## config.mk

```make
export PLATFORM = sky130hd
export DESIGN_NAME = neighbour_mean_filter_3x3
export DESIGN_NICKNAME = d
export VERILOG_FILES = /design/src/nmf_pkg.sv /design/src/neighbour_mean_filter_3x3.sv /design/src/nmf_datapath.sv /design/src/nmf_ctrl.sv
export SDC_FILE = /design/constraint.sdc
export NUM_CORES = 2
export LEC_CHECK = 0
export BUFFER_PORTS_ARGS = -buffer_cell sky130_fd_sc_hd__buf_2
export CAP_MARGIN = 20
export CORE_MARGIN = 4
export CORE_UTILIZATION = 45
export CTS_CLUSTER_DIAMETER = 100
export DETAILED_ROUTE_END_ITERATION = 7
export HOLD_SLACK_MARGIN = 0.08
export PLACE_DENSITY = 0.6
export SLEW_MARGIN = 20
export SYNTH_ARGS = -nofsm -noshare
export SYNTH_HDL_FRONTEND = slang
export SYNTH_SLANG_ARGS = --single-unit
```

## constraint.sdc

```tcl
create_clock -name i_clk -period 8.75 [get_ports i_clk]
set_clock_uncertainty 0.1 [all_clocks]
set_input_delay 0.4375 -clock i_clk [delete_from_list [all_inputs] [get_ports i_clk]]
set_output_delay 0.4375 -clock i_clk [all_outputs]
set_load 0.005 [all_outputs]
```

## src/nmf_pkg.sv

```systemverilog
// nmf_pkg: shared constants and types for the neighbour mean filter
// no dependencies
`default_nettype none
package nmf_pkg;
    localparam int MAX_COLS = 32;
    localparam int PIXEL_BITS = 16;
    localparam int FRACTION_BITS = 8;
    localparam int COL_W = 5;
    localparam int ROW_W = 12;
    localparam int ADDR_W = 7;
    localparam int SUM_W = PIXEL_BITS + 3;
    localparam int MEAN_W = 24;
    // reciprocal divide: floor(x / d) = (x * ceil(2^RECIP_BITS / d)) >> RECIP_BITS
    localparam int RECIP_BITS = 29;
    localparam int RECIP_W = 28;
    localparam int RECIP_SHIFT = RECIP_BITS - FRACTION_BITS;
    localparam int PROD_W = SUM_W + RECIP_W;
    localparam logic [RECIP_W-1:0] RECIP3 = RECIP_W'((2 ** RECIP_BITS + 2) / 3);
    localparam logic [RECIP_W-1:0] RECIP5 = RECIP_W'((2 ** RECIP_BITS + 4) / 5);
    localparam logic [0:0] REG_ROWS = 1'b0;
    localparam logic [0:0] REG_COLS = 1'b1;

    typedef struct packed {
        logic             start;
        logic [ROW_W-1:0] pr;
        logic [COL_W-1:0] pc;
        logic [1:0]       sa;
        logic [1:0]       sc;
        logic [1:0]       sb;
        logic [ROW_W:0]   rows;
        logic [COL_W:0]   cols;
        logic             last;
    } t_cmd;

    typedef struct packed {
        logic busy;
        logic done;
    } t_status;
endpackage
`default_nettype wire

```

## src/neighbour_mean_filter_3x3.sv

```systemverilog
// neighbour_mean_filter_3x3: top level joining controller and datapath
// depends on nmf_pkg, nmf_ctrl, nmf_datapath
// Each result is made in steps: the command is issued, line store reads
// gather the neighbours, the sum is divided by the neighbour count as a
// reciprocal multiply and the result register is loaded. A pixel that
// causes no result does not stall the input; a pixel that causes n results
// holds the input stalled after it is taken until the last of them is loaded,
// longer while the output is stalled. The last pixel of a frame issues the
// whole last row, one result after another.
`default_nettype none
module neighbour_mean_filter_3x3 (
    input  wire logic        i_clk,
    input  wire logic        i_rst_n,
    input  wire logic        i_valid,
    output logic             o_stall,
    input  wire logic [15:0] i_pixel,
    input  wire logic        i_cfg_valid,
    output logic             o_cfg_ready,
    input  wire logic        i_cfg_index,
    input  wire logic [12:0] i_cfg_data,
    output logic             o_valid,
    input  wire logic        i_stall,
    output logic [23:0]      o_mean_value,
    output logic [11:0]      o_out_row,
    output logic [4:0]       o_out_col,
    output logic [3:0]       o_neighbour_count,
    output logic             o_last_of_run,
    output logic             o_end_of_frame
);
    logic w_wr;
    logic [nmf_pkg::ADDR_W-1:0] w_addr;
    logic [nmf_pkg::PIXEL_BITS-1:0] w_data;
    nmf_pkg::t_cmd w_cmd;
    nmf_pkg::t_status w_status;

    nmf_ctrl u_ctrl (
        .i_clk, .i_rst_n, .i_valid, .o_stall, .i_pixel,
        .i_cfg_valid, .o_cfg_ready, .i_cfg_index, .i_cfg_data,
        .o_wr(w_wr), .o_wr_addr(w_addr), .o_wr_data(w_data),
        .o_cmd(w_cmd), .i_status(w_status)
    );

    nmf_datapath u_dp (
        .i_clk, .i_rst_n, .i_wr(w_wr), .i_wr_addr(w_addr), .i_wr_data(w_data),
        .i_cmd(w_cmd), .o_status(w_status), .o_valid, .i_stall,
        .o_mean_value, .o_out_row, .o_out_col, .o_neighbour_count,
        .o_last_of_run, .o_end_of_frame
    );
endmodule
`default_nettype wire

```

## src/nmf_datapath.sv

```systemverilog
// nmf_datapath: line store, neighbour gather, reciprocal divider and result register
// depends on nmf_pkg
`default_nettype none
module nmf_datapath (
    input  wire logic                           i_clk,
    input  wire logic                           i_rst_n,
    input  wire logic                           i_wr,
    input  wire logic [nmf_pkg::ADDR_W-1:0]     i_wr_addr,
    input  wire logic [nmf_pkg::PIXEL_BITS-1:0] i_wr_data,
    input  wire nmf_pkg::t_cmd                  i_cmd,
    output nmf_pkg::t_status                    o_status,
    output logic                                o_valid,
    input  wire logic                           i_stall,
    output logic [23:0]                         o_mean_value,
    output logic [11:0]                         o_out_row,
    output logic [4:0]                          o_out_col,
    output logic [3:0]                          o_neighbour_count,
    output logic                                o_last_of_run,
    output logic                                o_end_of_frame
);
    logic [nmf_pkg::PIXEL_BITS-1:0] r_mem [3*nmf_pkg::MAX_COLS];
    logic [nmf_pkg::PIXEL_BITS-1:0] r_rd;
    typedef enum logic [2:0] {S_IDLE, S_RD, S_DIV, S_OUT} t_st;
    t_st r_st;
    logic [3:0] r_k;
    logic [nmf_pkg::SUM_W-1:0] r_sum;
    logic [nmf_pkg::SUM_W-1:0] r_num;
    logic [nmf_pkg::MEAN_W-1:0] r_quo;
    logic [3:0] r_cnt;
    logic r_up, r_dn, r_lf, r_rt, r_rdv;
    logic [nmf_pkg::ROW_W-1:0] r_pr;
    logic [nmf_pkg::COL_W-1:0] r_pc;
    logic [1:0] r_sa, r_sc, r_sb;
    logic r_lst, r_eof;
    logic [1:0] n_slot;
    logic [nmf_pkg::COL_W-1:0] n_col;
    logic n_use;
    logic [nmf_pkg::PROD_W-1:0] n_prod;

    always_comb begin
        n_slot = r_sc;
        n_col = r_pc;
        n_use = 1'b0;
        unique case (r_k)
            4'd0: begin n_slot = r_sa; n_col = r_pc - 1'b1; n_use = r_up & r_lf; end
            4'd1: begin n_slot = r_sa; n_use = r_up; end
            4'd2: begin n_slot = r_sa; n_col = r_pc + 1'b1; n_use = r_up & r_rt; end
            4'd3: begin n_col = r_pc - 1'b1; n_use = r_lf; end
            4'd4: begin n_col = r_pc + 1'b1; n_use = r_rt; end
            4'd5: begin n_slot = r_sb; n_col = r_pc - 1'b1; n_use = r_dn & r_lf; end
            4'd6: begin n_slot = r_sb; n_use = r_dn; end
            4'd7: begin n_slot = r_sb; n_col = r_pc + 1'b1; n_use = r_dn & r_rt; end
            default: ;
        endcase
        // count is 3, 5 or 8; 8 is a plain shift
        unique case (r_cnt)
            4'd3: n_prod = nmf_pkg::PROD_W'(r_num) * nmf_pkg::PROD_W'(nmf_pkg::RECIP3);
            4'd5: n_prod = nmf_pkg::PROD_W'(r_num) * nmf_pkg::PROD_W'(nmf_pkg::RECIP5);
            default: n_prod = nmf_pkg::PROD_W'(r_num) << (nmf_pkg::RECIP_BITS - 3);
        endcase
    end

    always_ff @(posedge i_clk) begin
        if (i_wr) r_mem[i_wr_addr] <= i_wr_data;
        r_rd <= r_mem[7'(n_slot) * 7'(nmf_pkg::MAX_COLS) + 7'(n_col)];
    end

    always_ff @(posedge i_clk) begin
        if (!i_rst_n) begin
            r_st <= S_IDLE;
            o_valid <= 1'b0;
            r_rdv <= 1'b0;
        end else begin
            if (o_valid && !i_stall && r_st != S_OUT) o_valid <= 1'b0;
            unique case (r_st)
                S_IDLE: begin
                    if (i_cmd.start) begin
                        r_pr <= i_cmd.pr;
                        r_pc <= i_cmd.pc;
                        r_sa <= i_cmd.sa;
                        r_sc <= i_cmd.sc;
                        r_sb <= i_cmd.sb;
                        r_up <= i_cmd.pr != '0;
                        r_dn <= {1'b0, i_cmd.pr} + 1'b1 < i_cmd.rows;
                        r_lf <= i_cmd.pc != '0;
                        r_rt <= {1'b0, i_cmd.pc} + 1'b1 < i_cmd.cols;
                        r_lst <= i_cmd.last;
                        r_eof <= ({1'b0, i_cmd.pr} + 1'b1 == i_cmd.rows)
                            && ({1'b0, i_cmd.pc} + 1'b1 == i_cmd.cols);
                        r_k <= '0;
                        r_sum <= '0;
                        r_cnt <= '0;
                        r_rdv <= 1'b0;
                        r_st <= S_RD;
                    end
                end
                S_RD: begin
                    r_rdv <= n_use;
                    if (r_rdv) begin
                        r_sum <= r_sum + nmf_pkg::SUM_W'(r_rd);
                        r_cnt <= r_cnt + 1'b1;
                    end
                    r_k <= r_k + 1'b1;
                    if (r_k == 4'd8) begin
                        r_num <= r_rdv ? r_sum + nmf_pkg::SUM_W'(r_rd) : r_sum;
                        r_st <= S_DIV;
                    end
                end
                S_DIV: begin
                    r_quo <= n_prod[nmf_pkg::RECIP_SHIFT +: nmf_pkg::MEAN_W];
                    r_st <= S_OUT;
                end
                S_OUT: begin
                    if (!o_valid || !i_stall) begin
                        o_valid <= 1'b1;
                        o_mean_value <= r_quo;
                        o_out_row <= r_pr;
                        o_out_col <= r_pc;
                        o_neighbour_count <= r_cnt;
                        o_last_of_run <= r_lst;
                        o_end_of_frame <= r_eof;
                        r_st <= S_IDLE;
                    end
                end
                default: r_st <= S_IDLE;
            endcase
        end
    end

    assign o_status.busy = r_st != S_IDLE;
    assign o_status.done = (r_st == S_OUT) && (!o_valid || !i_stall);
endmodule
`default_nettype wire

```

## src/nmf_ctrl.sv

```systemverilog
// nmf_ctrl: frame counters, config registers and result sequencing
// depends on nmf_pkg
`default_nettype none
module nmf_ctrl (
    input  wire logic                           i_clk,
    input  wire logic                           i_rst_n,
    input  wire logic                           i_valid,
    output logic                                o_stall,
    input  wire logic [15:0]                    i_pixel,
    input  wire logic                           i_cfg_valid,
    output logic                                o_cfg_ready,
    input  wire logic                           i_cfg_index,
    input  wire logic [12:0]                    i_cfg_data,
    output logic                                o_wr,
    output logic [nmf_pkg::ADDR_W-1:0]          o_wr_addr,
    output logic [nmf_pkg::PIXEL_BITS-1:0]      o_wr_data,
    output nmf_pkg::t_cmd                       o_cmd,
    input  wire nmf_pkg::t_status               i_status
);
    typedef enum logic [1:0] {S_IDLE, S_ISSUE, S_WAIT} t_st;
    t_st r_st;
    logic [12:0] r_rows_reg;
    logic [5:0] r_cols_reg;
    logic [12:0] rows;
    logic [5:0] cols;
    logic [nmf_pkg::ROW_W-1:0] r_row, r_r;
    logic [nmf_pkg::COL_W-1:0] r_col, r_c, r_k;
    logic [1:0] r_slot, r_s;
    logic [1:0] r_phase;
    logic [nmf_pkg::ROW_W-1:0] c_r;
    logic [nmf_pkg::COL_W-1:0] c_c;
    logic c_lastc, c_lastr, r_lastc, r_lastr;
    logic [1:0] s1, s2;
    logic has_b, has_f, more;
    logic [1:0] n_phase;

    function automatic logic [1:0] inc3(input logic [1:0] v);
        return (v == 2'd2) ? 2'd0 : v + 2'd1;
    endfunction

    always_comb begin
        rows = (r_rows_reg < 13'd2) ? 13'd2 : (r_rows_reg > 13'd4096) ? 13'd4096 : r_rows_reg;
        cols = (r_cols_reg < 6'd2) ? 6'd2
             : (r_cols_reg > 6'(nmf_pkg::MAX_COLS)) ? 6'(nmf_pkg::MAX_COLS) : r_cols_reg;
        c_r = ({1'b0, r_row} >= rows) ? 12'(rows - 1'b1) : r_row;
        c_c = ({1'b0, r_col} >= cols) ? 5'(cols - 1'b1) : r_col;
        c_lastc = {1'b0, c_c} + 1'b1 == cols;
        c_lastr = {1'b0, c_r} + 1'b1 == rows;
        s1 = inc3(r_s);
        s2 = inc3(s1);
        has_b = (r_r != '0) && r_lastc;
        has_f = r_lastc && r_lastr;
        o_cmd.start = r_st == S_ISSUE;
        o_cmd.rows = rows;
        o_cmd.cols = cols;
        o_cmd.sa = s1;
        o_cmd.sc = s2;
        o_cmd.sb = r_s;
        o_cmd.pr = r_r - 1'b1;
        o_cmd.pc = r_c - 1'b1;
        n_phase = r_phase;
        unique case (r_phase)
            2'd0: begin n_phase = 2'd1; end
            2'd1: begin o_cmd.pc = 5'(cols - 1'b1); n_phase = 2'd2; end
            default: begin
                o_cmd.pr = r_r;
                o_cmd.pc = r_k;
                o_cmd.sa = s2;
                o_cmd.sc = r_s;
            end
        endcase
        unique case (r_phase)
            2'd0: more = has_b || has_f;
            2'd1: more = has_f;
            default: more = {1'b0, r_k} + 1'b1 < cols;
        endcase
        o_cmd.last = !more;
        o_stall = r_st != S_IDLE || i_status.busy;
        o_cfg_ready = 1'b1;
        o_wr = i_valid && !o_stall;
        o_wr_addr = 7'(r_slot) * 7'(nmf_pkg::MAX_COLS) + 7'(c_c);
        o_wr_data = i_pixel;
    end

    always_ff @(posedge i_clk) begin
        if (!i_rst_n) begin
            r_st <= S_IDLE;
            r_row <= '0;
            r_col <= '0;
            r_slot <= '0;
            r_rows_reg <= 13'd2;
            r_cols_reg <= 6'd2;
            r_phase <= '0;
            r_k <= '0;
        end else begin
            if (i_cfg_valid && o_cfg_ready) begin
                if (i_cfg_index == nmf_pkg::REG_ROWS) r_rows_reg <= i_cfg_data;
                else r_cols_reg <= i_cfg_data[5:0];
            end
            unique case (r_st)
                S_IDLE: begin
                    if (o_wr) begin
                        r_r <= c_r;
                        r_c <= c_c;
                        r_s <= r_slot;
                        r_lastc <= c_lastc;
                        r_lastr <= c_lastr;
                        r_k <= '0;
                        if (c_lastc) begin
                            r_col <= '0;
                            r_row <= c_lastr ? '0 : c_r + 1'b1;
                            r_slot <= c_lastr ? 2'd0 : inc3(r_slot);
                        end else begin
                            r_row <= c_r;
                            r_col <= c_c + 1'b1;
                        end
                        if ((c_r != '0) && (c_c != '0)) begin
                            r_phase <= 2'd0; r_st <= S_ISSUE;
                        end else if ((c_r != '0) && c_lastc) begin
                            r_phase <= 2'd1; r_st <= S_ISSUE;
                        end else if (c_lastc && c_lastr) begin
                            r_phase <= 2'd2; r_st <= S_ISSUE;
                        end
                    end
                end
                S_ISSUE: r_st <= S_WAIT;
                S_WAIT: begin
                    if (i_status.done) begin
                        if (!more) r_st <= S_IDLE;
                        else begin
                            r_st <= S_ISSUE;
                            if (r_phase == 2'd2) r_k <= r_k + 1'b1;
                            else if (r_phase == 2'd0 && !has_b) r_phase <= 2'd2;
                            else r_phase <= n_phase;
                        end
                    end
                end
                default: r_st <= S_IDLE;
            endcase
        end
    end
endmodule
`default_nettype wire
```

==> impl_metrics.csv <==
group,metric,value,unit
floorplanning,start_util,0.452,
grt,grt_max_degree,134,
floorplanning,die-area,193000,um^2
timing,hold_ws,112,ps
placement,placed_cell_area,87800,um^2
timing,setup_slack,1170,ps
cells_and_area,layout.cells.non_filler,8038,
timing,hold_viol_final,0,
clocking,worstSkewPairLatency,810,ps
grt,grt_pass1_vias,46194,
clocking,cts_hold_buf,30,
cells_and_area,nets,6013,
cells_and_area,drive_above_1_share,0.169,
floorplanning,ios,85,
power_and_ir_drop,swShare,0.359,
timing,fin_crit,7580,ps
cells_and_area,utilization,0.507,
run_status,outcome,"finished clean",
worst_setup_path,start_kind,"flop",
placement,post-dp-hpwl,131,mm
worst_setup_path,cp_common_cell,"fa_1",
worst_setup_path,critPathCaptureType,"flop",
cells_and_area,area_growth,12.2,%
timing,slew_violations,0,
placement,numPortBuffers,83,
timing,max_freq,132,MHz
clocking,clock_path_buffers,3,
timing,rsz0062_at_grt,"no",
clocking,post-cts-setup-buffers,0,
routing,drc,0,
flow_run,cap_violations,0,
yosys,syn_area,83700,um^2
clocking,cts_tree,"done",
floorplanning,core,185000,um^2
placement,routabilityCongestion,0.899,
clocking,cts.sinks,1770,
power_and_ir_drop,ir_drop,0.000281,V
floorplanning,die_height,439,um
routing,via_per_inst,5.62,
timing,fin_crit_sh,0.866,
yosys,async_reset_ff_frac,0,
yosys,yosys_warnings,0,
worst_setup_path,crit_chain,"ha_1 -> inv_1 -> fa_1 -> inv_1 -> fa_1 -> inv_1 -> fa_1 -> fa_1 -> fa_1 -> inv_1 -> ha_1 -> nand4_1 -> a211o_1 -> or3_1 -> a21boi_0 -> a31oi_1 -> o21a_1 -> o31ai_1 -> o41ai_1 -> xnor2_1 -> o21ai_0",
timing,fin_setup_tns,0,ps
routing,drtIter0Drc,3973,
timing,relSlewSlack,0.259,
yosys,syn_area_per_cell,16.2,um^2
grt,grt_pass1_wl,302,mm
routing,wl,201,mm
placement,dp_slack,1180,ps
worst_setup_path,required,9170,ps
clocking,numCtsBuffers,182,
power_and_ir_drop,p_clk_frac,0.261,
power_and_ir_drop,comb_power_share,0.393,
worst_setup_path,crit_fanout,7,
clocking,cts-root-buf,"clkbuf_16",
power_and_ir_drop,finalPower,28.6,mW
cells_and_area,regMostFlops,"u_dp.r_mem",
worst_setup_path,cpPeakStageDelay,610,ps
clocking,cts_resized,0,
grt,grtUsageTotal,0.210,
worst_setup_path,path_class,"reg2reg",
yosys,synth_cells,5163,
timing,setup_viol,0,
floorplanning,die_w,439,um
cells_and_area,fill_cells,15302,
power_and_ir_drop,p_switching,10.3,mW
yosys,synthFlopType,"edfxtp_1",
power_and_ir_drop,seqPwrFrac,0.346,
cells_and_area,largest_reg_flops,1536,
cells_and_area,design_area,94000,um^2
routing,wire_per_inst,25.0,um
grt,overflow,0,
routing,first_pass_iters,5,
yosys,syn_nets,5773,
yosys,synth-seq-cells,1770,
worst_setup_path,cp.arrival,8000,ps
power_and_ir_drop,power.internal,18.3,mW
worst_hold_path,min_path_type,"in2reg",
grt,antenna_found_initial,2,
yosys,ys_seq_area_frac,0.627,
routing,final_antenna_net_count,0,
worst_setup_path,slowest_stage,"o31ai_1",
cells_and_area,reg_top3,"u_dp.r_mem: 1536 flops, u_dp.o_mean_value: 24 flops, u_dp.r_quo: 24 flops",
clocking,htreeDepth,4,
power_and_ir_drop,p_leak,33.1,nW
floorplanning,placementRows,158,
yosys,synth_cell_type_count,84,
routing,route.vias.total,45156,
yosys,synth_edf_count,1703,
power_and_ir_drop,powerDensity,304,nW/um^2
clocking,clkTransAtPathRegs,60,ps
placement,numPlacedInstances,7665,
timing,tightest_slew,1110,ps
[cells in the final DEF (no fill, tap or decap), types with 49 or more instances in the layout]
master	synthesis	layout
o21ai_0	98	96
fa_1	234	234
a211oi_1	153	152
buf_4	1	159
a21oi_1	208	208
clkbuf_16	0	184
xnor2_1	71	70
nor2b_1	115	114
nand2_1	185	185
mux2i_1	124	122
nor2_1	224	222
nand3_1	71	71
ha_1	341	341
inv_1	447	447
a21o_1	49	49
buf_2	13	67
mux4_2	384	384
edfxtp_1	1703	1703
dfxtp_1	67	67
[power groups by stage]
stage,combinational [mW],clock (mW),sequential [mW]
2_1_floorplan,7.68,0,9.98
3_3_place_gp,11.3,0,10.1
3_5_place_dp,11.3,0,10.1
5_1_grt,12.3,7.99,9.94
6_report,11.2,7.45,9.91
4_1_cts,11.4,7.62,9.91
[layer usage]
metal  routed length, um  vias to the layer above  GRT usage
met4                5540                        0     0.0575
met2               99300                     1165      0.348
met1               86100                    23439      0.291
met3               10100                      264     0.0303
li1                    -                    20288          -
met5                   0                        -          0
[synth_stat cells (9+ instances only)]
master | instances | area (um^2)
a211oi_1 | 153 | 1150
a21boi_0 | 36 | 270
a21o_1 | 49 | 368
a21oi_1 | 208 | 1040
a22oi_1 | 10 | 75.1
a31oi_1 | 13 | 81.3
and2_1 | 25 | 156
and3_1 | 14 | 87.6
buf_1 | 46 | 173
buf_2 | 13 | 65.1
clkbuf_1 | 157 | 589
dfxtp_1 | 67 | 1340
edfxtp_1 | 1703 | 51100
fa_1 | 234 | 4680
ha_1 | 341 | 4270
inv_1 | 447 | 1680
mux2_2 | 29 | 327
mux2i_1 | 124 | 1240
mux4_2 | 384 | 8650
nand2_1 | 185 | 694
nand2b_1 | 23 | 144
nand3_1 | 71 | 355
nand4_1 | 23 | 144
nor2_1 | 224 | 841
nor2b_1 | 115 | 719
nor3_1 | 41 | 205
nor3b_1 | 10 | 75.1
nor4_1 | 16 | 100
o211ai_1 | 19 | 143
o21a_1 | 17 | 128
o21ai_0 | 98 | 490
or3_1 | 11 | 68.8
or4_1 | 9 | 67.6
xnor2_1 | 71 | 622
xor2_1 | 37 | 324
[path summary, 6_finish.rpt]
kind | from | endpoint | slack, ps | cells after the start
min reg2reg | u_dp.r_quo[17] | u_dp.o_mean_value[17] | 320 | 0
max | u_dp.r_num[5] | u_dp.r_quo[23] | 1170 | 21
max reg2reg | u_dp.r_num[5] | u_dp.r_quo[23] | 1170 | 21
min | i_pixel[2] | u_dp.r_mem[28][2] | 110 | 1
[worst max-delay path, delay by kind of cell (launching register included)]
kind / cells / cell delay [ps]
adders and majority gates: 7 / 3380
AOI/OAI and AO/OA: 7 / 2330
DFF: 1 / 580
and+or+nand+nor: 2 / 500
buffers and inverters: 4 / 290
xor gates and xnor gates: 1 / 170
[logic make-up after synthesis]
family / Yosys count / synth area share
mux: 537 / 0.122
xor+xnor: 109 / 0.0116
fa+ha+maj: 575 / 0.107
buf+inv: 669 / 0.0304
simple gates: 794 / 0.0464
other cells: 1 / 0.0000448
compound gates: 708 / 0.0559
flops: 1770 / 0.627
[area by class of cell]
| type | count | area [um^2] | share of cell area |
|---|---|---|---|
| flip-flops and latches | 1770 | 52500 | 0.558 |
| multi-input cells | 2724 | 28800 | 0.306 |
| clock buffers | 229 | 4770 | 0.0508 |
| well taps | 2480 | 3100 | 0.0330 |
| repair buffers | 275 | 2160 | 0.0230 |
| inverters | 450 | 1690 | 0.0180 |
| clock inverters | 103 | 963 | 0.0103 |
| diodes | 7 | 17.5 | 0.000186 |
(Power assumes the default switching activity.)
